<file path="config.mk">
export PLATFORM = sky130hd
export DESIGN_NAME = ladder_keypad_command_decoder
export DESIGN_NICKNAME = d
export VERILOG_FILES = /design/src/rtl/core/lkcd_pkg.sv /design/src/rtl/core/lkcd_classify.sv /design/src/rtl/core/lkcd_ctrl.sv /design/src/rtl/core/ladder_keypad_command_decoder.sv
export VERILOG_INCLUDE_DIRS = /design/src /design/src/rtl/core
export SDC_FILE = /design/constraint.sdc
export NUM_CORES = 1
export LEC_CHECK = 0
export BUFFER_PORTS_ARGS = -buffer_cell sky130_fd_sc_hd__buf_2
export CORE_MARGIN = 5
export CORE_UTILIZATION = 45
export DETAILED_ROUTE_END_ITERATION = 8
export PLACE_DENSITY = 0.75
export SKIP_LAST_GASP = 1
export SLEW_MARGIN = 20
export SYNTH_ARGS = -nofsm -noshare
export SYNTH_HDL_FRONTEND = slang
export SYNTH_SLANG_ARGS = --single-unit
</file>
<file path="constraint.sdc">
create_clock -name clock -period 12.2 [get_ports clock]
set_input_delay 0.61 -clock clock [delete_from_list [all_inputs] [get_ports clock]]
set_output_delay 0.61 -clock clock [all_outputs]
set_load 0.005 [all_outputs]
</file>
<file path="src/rtl/core/ladder_keypad_command_decoder_macros.svh">
// ----------------------------------------------------------------------------
// Ladder keypad command decoder assertion macros
// Small wrappers for clocked implication checks with synchronous reset.
// ----------------------------------------------------------------------------
`ifndef LADDER_KEYPAD_COMMAND_DECODER_MACROS_SVH
`define LADDER_KEYPAD_COMMAND_DECODER_MACROS_SVH

// same-cycle implication
`define LKCD_ASSERT_IMPL(label, clk, rst, ante, cons) \
   label: assert property (@(posedge clk) disable iff (rst) (ante) |-> (cons)) \
      else $error("lkcd same-cycle check failed");

// next-cycle implication
`define LKCD_ASSERT_NEXT(label, clk, rst, ante, cons) \
   label: assert property (@(posedge clk) disable iff (rst) (ante) |=> (cons)) \
      else $error("lkcd next-cycle check failed");

`endif

</file>
<file path="src/rtl/core/lkcd_pkg.sv">
// ----------------------------------------------------------------------------
// Ladder keypad command decoder package
// Shared codes, register indexes and the types passed between modules.
// ----------------------------------------------------------------------------
`timescale 1ns / 1ps

package lkcd_pkg;

   localparam int SampleWidth = 10;
   localparam int TimeWidth   = 32;
   localparam int HoldWidth   = 16;
   localparam int LevelWidth  = 8;
   localparam int CsrAddrWidth = 3;
   localparam int CsrDataWidth = 16;
   localparam int ReqDataWidth = 48;   // 42 bits of fields, zero padded
   localparam int RspDataWidth = 16;   // 14 bits of fields, zero padded

   typedef enum logic [2:0] {
      BTN_RIGHT  = 3'd0,
      BTN_UP     = 3'd1,
      BTN_DOWN   = 3'd2,
      BTN_LEFT   = 3'd3,
      BTN_SELECT = 3'd4,
      BTN_NONE   = 3'd5
   } button_type;

   typedef enum logic [1:0] {
      CMD_KEEP    = 2'd0,
      CMD_ADVANCE = 2'd1,
      CMD_REWIND  = 2'd2
   } command_type;

   typedef enum logic [CsrAddrWidth-1:0] {
      CSR_THR_RIGHT  = 3'd0,
      CSR_THR_UP     = 3'd1,
      CSR_THR_DOWN   = 3'd2,
      CSR_THR_LEFT   = 3'd3,
      CSR_THR_SELECT = 3'd4,
      CSR_LONG_PRESS = 3'd5,
      CSR_BRT_STEP   = 3'd6
   } csr_index_type;

   localparam logic [SampleWidth-1:0] ThrRightReset  = 10'd50;
   localparam logic [SampleWidth-1:0] ThrUpReset     = 10'd250;
   localparam logic [SampleWidth-1:0] ThrDownReset   = 10'd450;
   localparam logic [SampleWidth-1:0] ThrLeftReset   = 10'd650;
   localparam logic [SampleWidth-1:0] ThrSelectReset = 10'd850;
   localparam logic [HoldWidth-1:0]   LongPressReset = 16'd2000;
   localparam logic [LevelWidth-1:0]  BrtStepReset   = 8'd25;
   localparam logic [LevelWidth-1:0]  BrightReset    = 8'd127;
   localparam logic [LevelWidth-1:0]  BrightMax      = 8'd255;

   typedef struct packed {
      logic [SampleWidth-1:0] right;
      logic [SampleWidth-1:0] up;
      logic [SampleWidth-1:0] down;
      logic [SampleWidth-1:0] left;
      logic [SampleWidth-1:0] select;
   } thresholds_type;

   typedef struct packed {
      button_type             button;
      command_type            command;
      logic [LevelWidth-1:0]  level;
      logic                   changed;
   } result_type;

endpackage

</file>
<file path="src/rtl/core/lkcd_classify.sv">
// ----------------------------------------------------------------------------
// Ladder keypad sample classifier
// Priority compare of one sample against the five button thresholds.
// ----------------------------------------------------------------------------
`timescale 1ns / 1ps

module lkcd_classify (
   input  logic [lkcd_pkg::SampleWidth-1:0] sample,
   input  lkcd_pkg::thresholds_type         thresholds,
   output lkcd_pkg::button_type             button
);
   import lkcd_pkg::*;

   // first threshold that holds wins, even if unordered
   always_comb begin
      if (sample < thresholds.right) begin
         button = BTN_RIGHT;
      end else if (sample < thresholds.up) begin
         button = BTN_UP;
      end else if (sample < thresholds.down) begin
         button = BTN_DOWN;
      end else if (sample < thresholds.left) begin
         button = BTN_LEFT;
      end else if (sample < thresholds.select) begin
         button = BTN_SELECT;
      end else begin
         button = BTN_NONE;
      end
   end

endmodule

</file>
<file path="src/rtl/core/lkcd_ctrl.sv">
// ----------------------------------------------------------------------------
// Ladder keypad press controller
// Press tracking, long-press rewind and saturating brightness state.
// ----------------------------------------------------------------------------
`timescale 1ns / 1ps

module lkcd_ctrl (
   input  logic                             clock,
   input  logic                             reset,
   input  logic                             step_en,
   input  lkcd_pkg::button_type             button,
   input  logic [lkcd_pkg::TimeWidth-1:0]   time_ms,
   input  logic [lkcd_pkg::HoldWidth-1:0]   long_press_ms,
   input  logic [lkcd_pkg::LevelWidth-1:0]  brightness_step,
   output lkcd_pkg::result_type             result
);
   import lkcd_pkg::*;

   logic [LevelWidth-1:0] brightness_ff, brightness_in;
   logic [TimeWidth-1:0]  press_start_ff, press_start_in;
   logic                  held_ff, held_in;
   logic                  rewinding_ff, rewinding_in;

   logic [TimeWidth-1:0]  elapsed;
   logic                  long_done;
   logic [LevelWidth:0]   brt_sum;
   logic [LevelWidth-1:0] brt_up;
   logic [LevelWidth-1:0] brt_down;
   command_type           command;
   logic                  changed;

   assign elapsed   = time_ms - press_start_ff;   // wraps mod 2^32
   assign long_done = elapsed >= {{(TimeWidth-HoldWidth){1'b0}}, long_press_ms};
   assign brt_sum   = {1'b0, brightness_ff} + {1'b0, brightness_step};
   assign brt_up    = brt_sum[LevelWidth] ? BrightMax : brt_sum[LevelWidth-1:0];
   assign brt_down  = (brightness_ff > brightness_step) ?
                      brightness_ff - brightness_step : '0;

   always_comb begin
      brightness_in  = brightness_ff;
      press_start_in = press_start_ff;
      held_in        = held_ff;
      rewinding_in   = rewinding_ff;
      command        = CMD_KEEP;
      changed        = 1'b0;
      if (rewinding_ff && (button == BTN_NONE || button == BTN_SELECT)) begin
         command = CMD_REWIND;
      end else if (button == BTN_NONE) begin
         held_in = 1'b0;
      end else if (button == BTN_SELECT && !held_ff) begin
         held_in        = 1'b1;
         press_start_in = time_ms;
      end else if (button == BTN_SELECT && long_done) begin
         rewinding_in = 1'b1;
         command      = CMD_REWIND;
      end else if (rewinding_ff) begin
         rewinding_in = 1'b0;   // other press cancels rewind
      end else if (!held_ff) begin
         held_in        = 1'b1;
         press_start_in = time_ms;
         case (button)
            BTN_LEFT: begin
               brightness_in = brt_down;
               changed       = 1'b1;
            end
            BTN_RIGHT: begin
               brightness_in = brt_up;
               changed       = 1'b1;
            end
            BTN_DOWN: begin
               command = CMD_ADVANCE;
            end
            default: begin
            end
         endcase
      end
   end

   always_ff @(posedge clock) begin
      if (reset) begin
         brightness_ff  <= BrightReset;
         press_start_ff <= '0;
         held_ff        <= 1'b0;
         rewinding_ff   <= 1'b0;
      end else if (step_en) begin
         brightness_ff  <= brightness_in;
         press_start_ff <= press_start_in;
         held_ff        <= held_in;
         rewinding_ff   <= rewinding_in;
      end
   end

   assign result.button  = button;
   assign result.command = command;
   assign result.level   = brightness_in;
   assign result.changed = changed;

endmodule

</file>
<file path="src/rtl/core/ladder_keypad_command_decoder.sv">
// ----------------------------------------------------------------------------
// Ladder keypad command decoder
// Turns resistor-ladder keypad samples into button, mode and brightness items.
// ----------------------------------------------------------------------------
// Each req item carries one 10-bit ladder sample and a free-running
// millisecond time; each one yields exactly one rsp item with the decoded
// button, a mode command (keep, advance, rewind), the brightness level and a
// changed flag. The item sits in the input register while the classify/press
// logic works on it, then the result register takes it and rsp_tvalid rises.
// One item is taken per cycle; req_tready drops only while both registers are
// full and rsp_tready is low. The press state updates as the item leaves the
// input register, so consecutive items see each other's state. Thresholds,
// long-press time and brightness step are written through the csr port and
// must only change
// while no item is in flight.
`timescale 1ns / 1ps

`include "ladder_keypad_command_decoder_macros.svh"

module ladder_keypad_command_decoder (
   input  logic                                clock,
   input  logic                                reset,
   // req_tdata: [9:0] adc_sample, [41:10] time_ms, [47:42] zero
   input  logic                                req_tvalid,
   output logic                                req_tready,
   input  logic [lkcd_pkg::ReqDataWidth-1:0]   req_tdata,
   // rsp_tdata: [2:0] button_code, [4:3] mode_command,
   //            [12:5] brightness_level, [13] brightness_changed, [15:14] zero
   output logic                                rsp_tvalid,
   input  logic                                rsp_tready,
   output logic [lkcd_pkg::RspDataWidth-1:0]   rsp_tdata,
   input  logic                                csr_wen,
   input  logic [lkcd_pkg::CsrAddrWidth-1:0]   csr_addr,
   input  logic [lkcd_pkg::CsrDataWidth-1:0]   csr_wdata
);
   import lkcd_pkg::*;

   // configuration registers
   thresholds_type        thr_ff;
   logic [HoldWidth-1:0]  long_press_ff;
   logic [LevelWidth-1:0] brt_step_ff;

   // input register
   logic                   s1_valid_ff;
   logic [SampleWidth-1:0] s1_sample_ff;
   logic [TimeWidth-1:0]   s1_time_ff;

   // result register
   logic                   rsp_valid_ff;
   result_type             rsp_ff;

   logic       advance;   // input register moves into the result register
   button_type button;
   result_type result;

   // assertion terms
   logic is_advance;
   logic is_changed;
   logic is_rewind;
   logic is_lr;
   logic is_sel_none;

   assign advance    = s1_valid_ff && (!rsp_valid_ff || rsp_tready);
   assign req_tready = !s1_valid_ff || advance;

   always_ff @(posedge clock) begin
      if (reset) begin
         thr_ff.right  <= ThrRightReset;
         thr_ff.up     <= ThrUpReset;
         thr_ff.down   <= ThrDownReset;
         thr_ff.left   <= ThrLeftReset;
         thr_ff.select <= ThrSelectReset;
         long_press_ff <= LongPressReset;
         brt_step_ff   <= BrtStepReset;
      end else if (csr_wen) begin
         case (csr_addr)
            CSR_THR_RIGHT:  thr_ff.right  <= csr_wdata[SampleWidth-1:0];
            CSR_THR_UP:     thr_ff.up     <= csr_wdata[SampleWidth-1:0];
            CSR_THR_DOWN:   thr_ff.down   <= csr_wdata[SampleWidth-1:0];
            CSR_THR_LEFT:   thr_ff.left   <= csr_wdata[SampleWidth-1:0];
            CSR_THR_SELECT: thr_ff.select <= csr_wdata[SampleWidth-1:0];
            CSR_LONG_PRESS: long_press_ff <= csr_wdata[HoldWidth-1:0];
            CSR_BRT_STEP:   brt_step_ff   <= csr_wdata[LevelWidth-1:0];
            default: begin
               // unused index: ignored
            end
         endcase
      end
   end

   // input register: accepts whenever it is empty or draining this cycle
   always_ff @(posedge clock) begin
      if (reset) begin
         s1_valid_ff <= 1'b0;
      end else if (req_tready) begin
         s1_valid_ff <= req_tvalid;
      end
   end

   always_ff @(posedge clock) begin
      if (req_tvalid && req_tready) begin
         s1_sample_ff <= req_tdata[SampleWidth-1:0];
         s1_time_ff   <= req_tdata[SampleWidth+TimeWidth-1:SampleWidth];
      end
   end

   lkcd_classify u_classify (
      .sample     (s1_sample_ff),
      .thresholds (thr_ff),
      .button     (button)
   );

   // press state commits only when the item actually moves on
   lkcd_ctrl u_ctrl (
      .clock           (clock),
      .reset           (reset),
      .step_en         (advance),
      .button          (button),
      .time_ms         (s1_time_ff),
      .long_press_ms   (long_press_ff),
      .brightness_step (brt_step_ff),
      .result          (result)
   );

   // result register
   always_ff @(posedge clock) begin
      if (reset) begin
         rsp_valid_ff <= 1'b0;
      end else if (!rsp_valid_ff || rsp_tready) begin
         rsp_valid_ff <= s1_valid_ff;
      end
   end

   always_ff @(posedge clock) begin
      if (advance) begin
         rsp_ff <= result;
      end
   end

   assign rsp_tvalid = rsp_valid_ff;
   assign rsp_tdata  = {2'b00, rsp_ff.changed, rsp_ff.level, rsp_ff.command, rsp_ff.button};

   // ------------------------------------------------------------------------
   // Assertions
   // ------------------------------------------------------------------------
   assign is_advance  = rsp_valid_ff && rsp_ff.command == CMD_ADVANCE;
   assign is_changed  = rsp_valid_ff && rsp_ff.changed;
   assign is_rewind   = rsp_valid_ff && rsp_ff.command == CMD_REWIND;
   assign is_lr       = rsp_ff.button == BTN_LEFT || rsp_ff.button == BTN_RIGHT;
   assign is_sel_none = rsp_ff.button == BTN_SELECT || rsp_ff.button == BTN_NONE;

   `LKCD_ASSERT_IMPL(a_advance_is_down, clock, reset, is_advance, rsp_ff.button == BTN_DOWN)
   `LKCD_ASSERT_IMPL(a_changed_is_lr, clock, reset, is_changed, is_lr)
   `LKCD_ASSERT_IMPL(a_rewind_button, clock, reset, is_rewind, is_sel_none)
   `LKCD_ASSERT_NEXT(a_advance_lands, clock, reset, advance, rsp_valid_ff)

endmodule
</file>
==> results.py <==
metrics = {
    "sta": {
        "timing.final.setup_violations": 0,
        "max-slew-margin-rel": 0.357,
        "worst_slew_pin_slew_ns": 0.961,
        "finalHoldWorstSlack_ns": 0.345,
        "grt_setup_unrepaired": "no",
        "hold_violations": 0,
        "fin_ws_ns": 7.43,
        "tns_ns": 0,
        "max_freq_mhz": 210,
        "layout_min_cycle_time_ns": 4.77,
        "clock_skew_ns": 0.0107,
        "period_share": 0.391,
        "drv_slew": 0,
    },
    "logic_synthesis": {
        "avgSynthCellArea_um2": 8.79,
        "yosys.cell_count.top_type": "nand2_1",
        "yosys_warnings": 0,
        "synthFlopType": "dfxtp_1",
        "yosys.area.top_type": "dfxtp_1",
        "netlist_top_cells_count": "nand2_1, dfxtp_1, inv_1",
        "synth_top_area_share": 0.228,
        "synth-seq-area-share": 0.391,
        "synth-async-reset-ratio": 0,
        "synth_cell_types": 79,
        "ys_top_cells_by_area": "dfxtp_1, edfxtp_1, ha_1, nand2_1, a21oi_1",
        "postSynthRegisterBits": 174,
        "syn_inst": 1178,
        "synth_edf_count": 56,
        "netlist_area_um2": 10400,
    },
    "grt": {
        "antenna_found_initial": 1,
        "grt_pass1_wl_um": 39300,
        "gr-total-overflow": 0,
        "grt_max_degree": 89,
        "grtUsageTotal": 0.181,
        "grt_pass1_vias": 8191,
    },
    "setup_path": {
        "worstSetupPathType": "reg -> reg",
        "crit_path_start_kind": "register",
        "crit_buf_inv": 0,
        "crit_family": "compound AO/OA/AOI/OAI gates",
        "reg2reg_slack_ns": 7.43,
        "cpMostUsedCell": "ha_1",
        "reg2reg_from": "s1_time_ff[1]",
        "rr_worst_depth": 16,
        "cp_data_required_time_ns": 12.38,
        "critPathMaxStageDelay_ns": 0.59,
        "crit_fanout": 5,
        "cpMaxStageDelayCell": "a2111oi_0",
        "r2r_end": "rsp_tdata[4]",
        "arrival_ns": 4.94,
        "path_cells": "ha_1 > nor2b_1 > o2111ai_1 > a21boi_1 > a221o_1 > xor2_1 > ha_1 > nand4_1 > a21oi_1 > a2111oi_0 > o32ai_1 > a2111oi_2 > o311ai_1 > nor4_2 > o211a_1 > o21ai_1",
        "cp-end-kind": "register",
    },
    "cells_and_area": {
        "register_area_um2": 4040,
        "fillers": 2078,
        "multi_input_area_um2": 5670,
        "finalNetCount": 1421,
        "antennaDiodeCount": 0,
        "area_growth_pct": 11.3,
        "final_layout_size_suffix_gt1_frac": 0.112,
    },
    "placed_design": {
        "place.gp.congestion": 0.880,
        "io_buffers": 81,
        "dpl.hpwl_um": 17100,
        "pre_cts_ws_ns": 7.59,
    },
    "power": {
        "powerDensity_nw_per_um2": 126,
        "p_int_uw": 1020,
        "p_leak_uw": 0.00501,
        "fin_total_pwr_uw": 1450,
        "combPwrFrac": 0.198,
        "netSwitchingPower_uw": 438,
        "seqPwrFrac": 0.444,
        "vdd_drop_max_mv": 0.0660,
        "clkPwrFrac": 0.359,
        "power.share.switching": 0.302,
    },
    "route": {
        "drt-pass1-iter-count": 6,
        "vias": 8451,
        "drt_iter0_drc": 521,
        "post-route-drc-count": 0,
        "wl_um": 23400,
        "viasPerCell": 5.50,
        "detail-route-antenna-nets": 0,
        "drt-wirelength-per-cell_um": 15.2,
    },
    "flow_run": {
        "cap_viol_max_count": 0,
    },
    "cts": {
        "post_cts_resize_count": 0,
        "clockRootBuffer": "clkbuf_16",
        "cts_tree": "yes",
        "cts.sinks": 174,
        "post_cts_buffers": 0,
        "clk_latency_ns": 0.43,
        "clk_pin_slew_worst_paths_ns": 0.07,
        "numCtsBuffers": 17,
        "htree_levels": 4,
        "ctsHoldBuffers": 0,
        "clk_path_buf_depth": 2,
    },
    "die": {
        "fp.dieH_um": 162,
        "rows": 55,
        "core_area_um2": 22600,
        "io_pins": 90,
        "die-area_um2": 26100,
        "initial_core_util": 0.457,
        "die_x_um": 162,
    },
    "run_status": {
        "outcome": "finished, final reports clean",
    },
    "min_path": {
        "hp-class": "in -> reg",
        "min_path_cells": 1,
        "min_to": "s1_sample_ff[4]",
        "hp-start": "req_tdata[4]",
    },
}
==> layout by cell type (no fill, tap or decap), types with 9 or more instances in the layout <==
cell	netlist	final
nor2b_1	14	14
a221o_1	9	9
o211ai_1	11	11
nand3_1	23	23
xnor2_1	14	14
clkbuf_16	0	17
dfxtp_1	118	118
a211o_1	20	20
a21o_1	29	29
edfxtp_1	56	56
o21ai_0	33	33
o21ai_1	9	9
and2_1	11	10
mux2i_1	38	38
a21oi_1	108	108
nand2_1	149	149
buf_2	4	80
inv_1	116	116
ha_1	108	108
nor2_1	110	110
nand2b_1	16	16
nand3b_1	14	14
nand4_1	15	15
==> routing by layer <==
metal / global-route usage / routed length [um]
met5: 0 / 13
met4: 0.0669 / 622
met3: 0.0343 / 1190
met2: 0.299 / 10700
met1: 0.239 / 10900
==> through the flow <==
stage                     cell area, um^2  utilization  cells
after floorplan                     10400            -   1179
after global placement              11000        0.484   1504
after detailed placement            11000        0.484   1504
after CTS                           11500        0.509   1536
after global routing                11500        0.509   1536
final                               11500        0.509   1536
==> layout make-up <==
class                   instances  share of cell area
well taps                     285              0.0309
repair buffers                 87              0.0393
flip-flops and latches        174               0.351
multi-input cells             841               0.492
inverters                     117              0.0381
clock inverters                14              0.0116
clock buffers                  18              0.0372
==> sequential cells by signal, summed over array words and instances (netlist names) <==
register and flops:
brt_step_ff 8, long_press_ff 16, rsp_tdata 14, rsp_tvalid 1, s1_sample_ff 10, s1_time_ff 32, s1_valid_ff 1, thr_ff 50
u_ctrl.brightness_ff 8, u_ctrl.held_ff 1, u_ctrl.press_start_ff 32, u_ctrl.rewinding_ff 1
==> power groups by stage <==
| stage | logic (uW) | registers [uW] | clock network (uW) |
|---|---|---|---|
| after floorplan | 214 | 653 | 0 |
| after global placement | 276 | 657 | 0 |
| after detailed placement | 282 | 658 | 0 |
| after CTS | 285 | 645 | 534 |
| after global routing | 324 | 648 | 558 |
| final | 287 | 645 | 521 |
==> worst max path at each step <==
stage                              from           end  slack, ns  cells after the start
after floorplan           s1_time_ff[1]  rsp_tdata[4]       8.18                     17
after global placement    s1_time_ff[1]  rsp_tdata[4]       7.65                     16
after detailed placement  s1_time_ff[1]  rsp_tdata[4]       7.59                     16
after CTS                 s1_time_ff[1]  rsp_tdata[4]       7.47                     16
after global routing      s1_time_ff[1]  rsp_tdata[4]       7.09                     16
final                     s1_time_ff[1]  rsp_tdata[4]       7.43                     16
==> cells by family after synthesis <==
group / count (synthesis) / synth area share
flops: 174 / 0.391
other cells: 1 / 0.000362
mux: 38 / 0.0367
buf+inv: 164 / 0.0637
xor+xnor: 21 / 0.0178
fa+ha+maj: 111 / 0.136
simple gates: 385 / 0.172
compound gates: 284 / 0.183
Power figures use the tool's default switching activity.
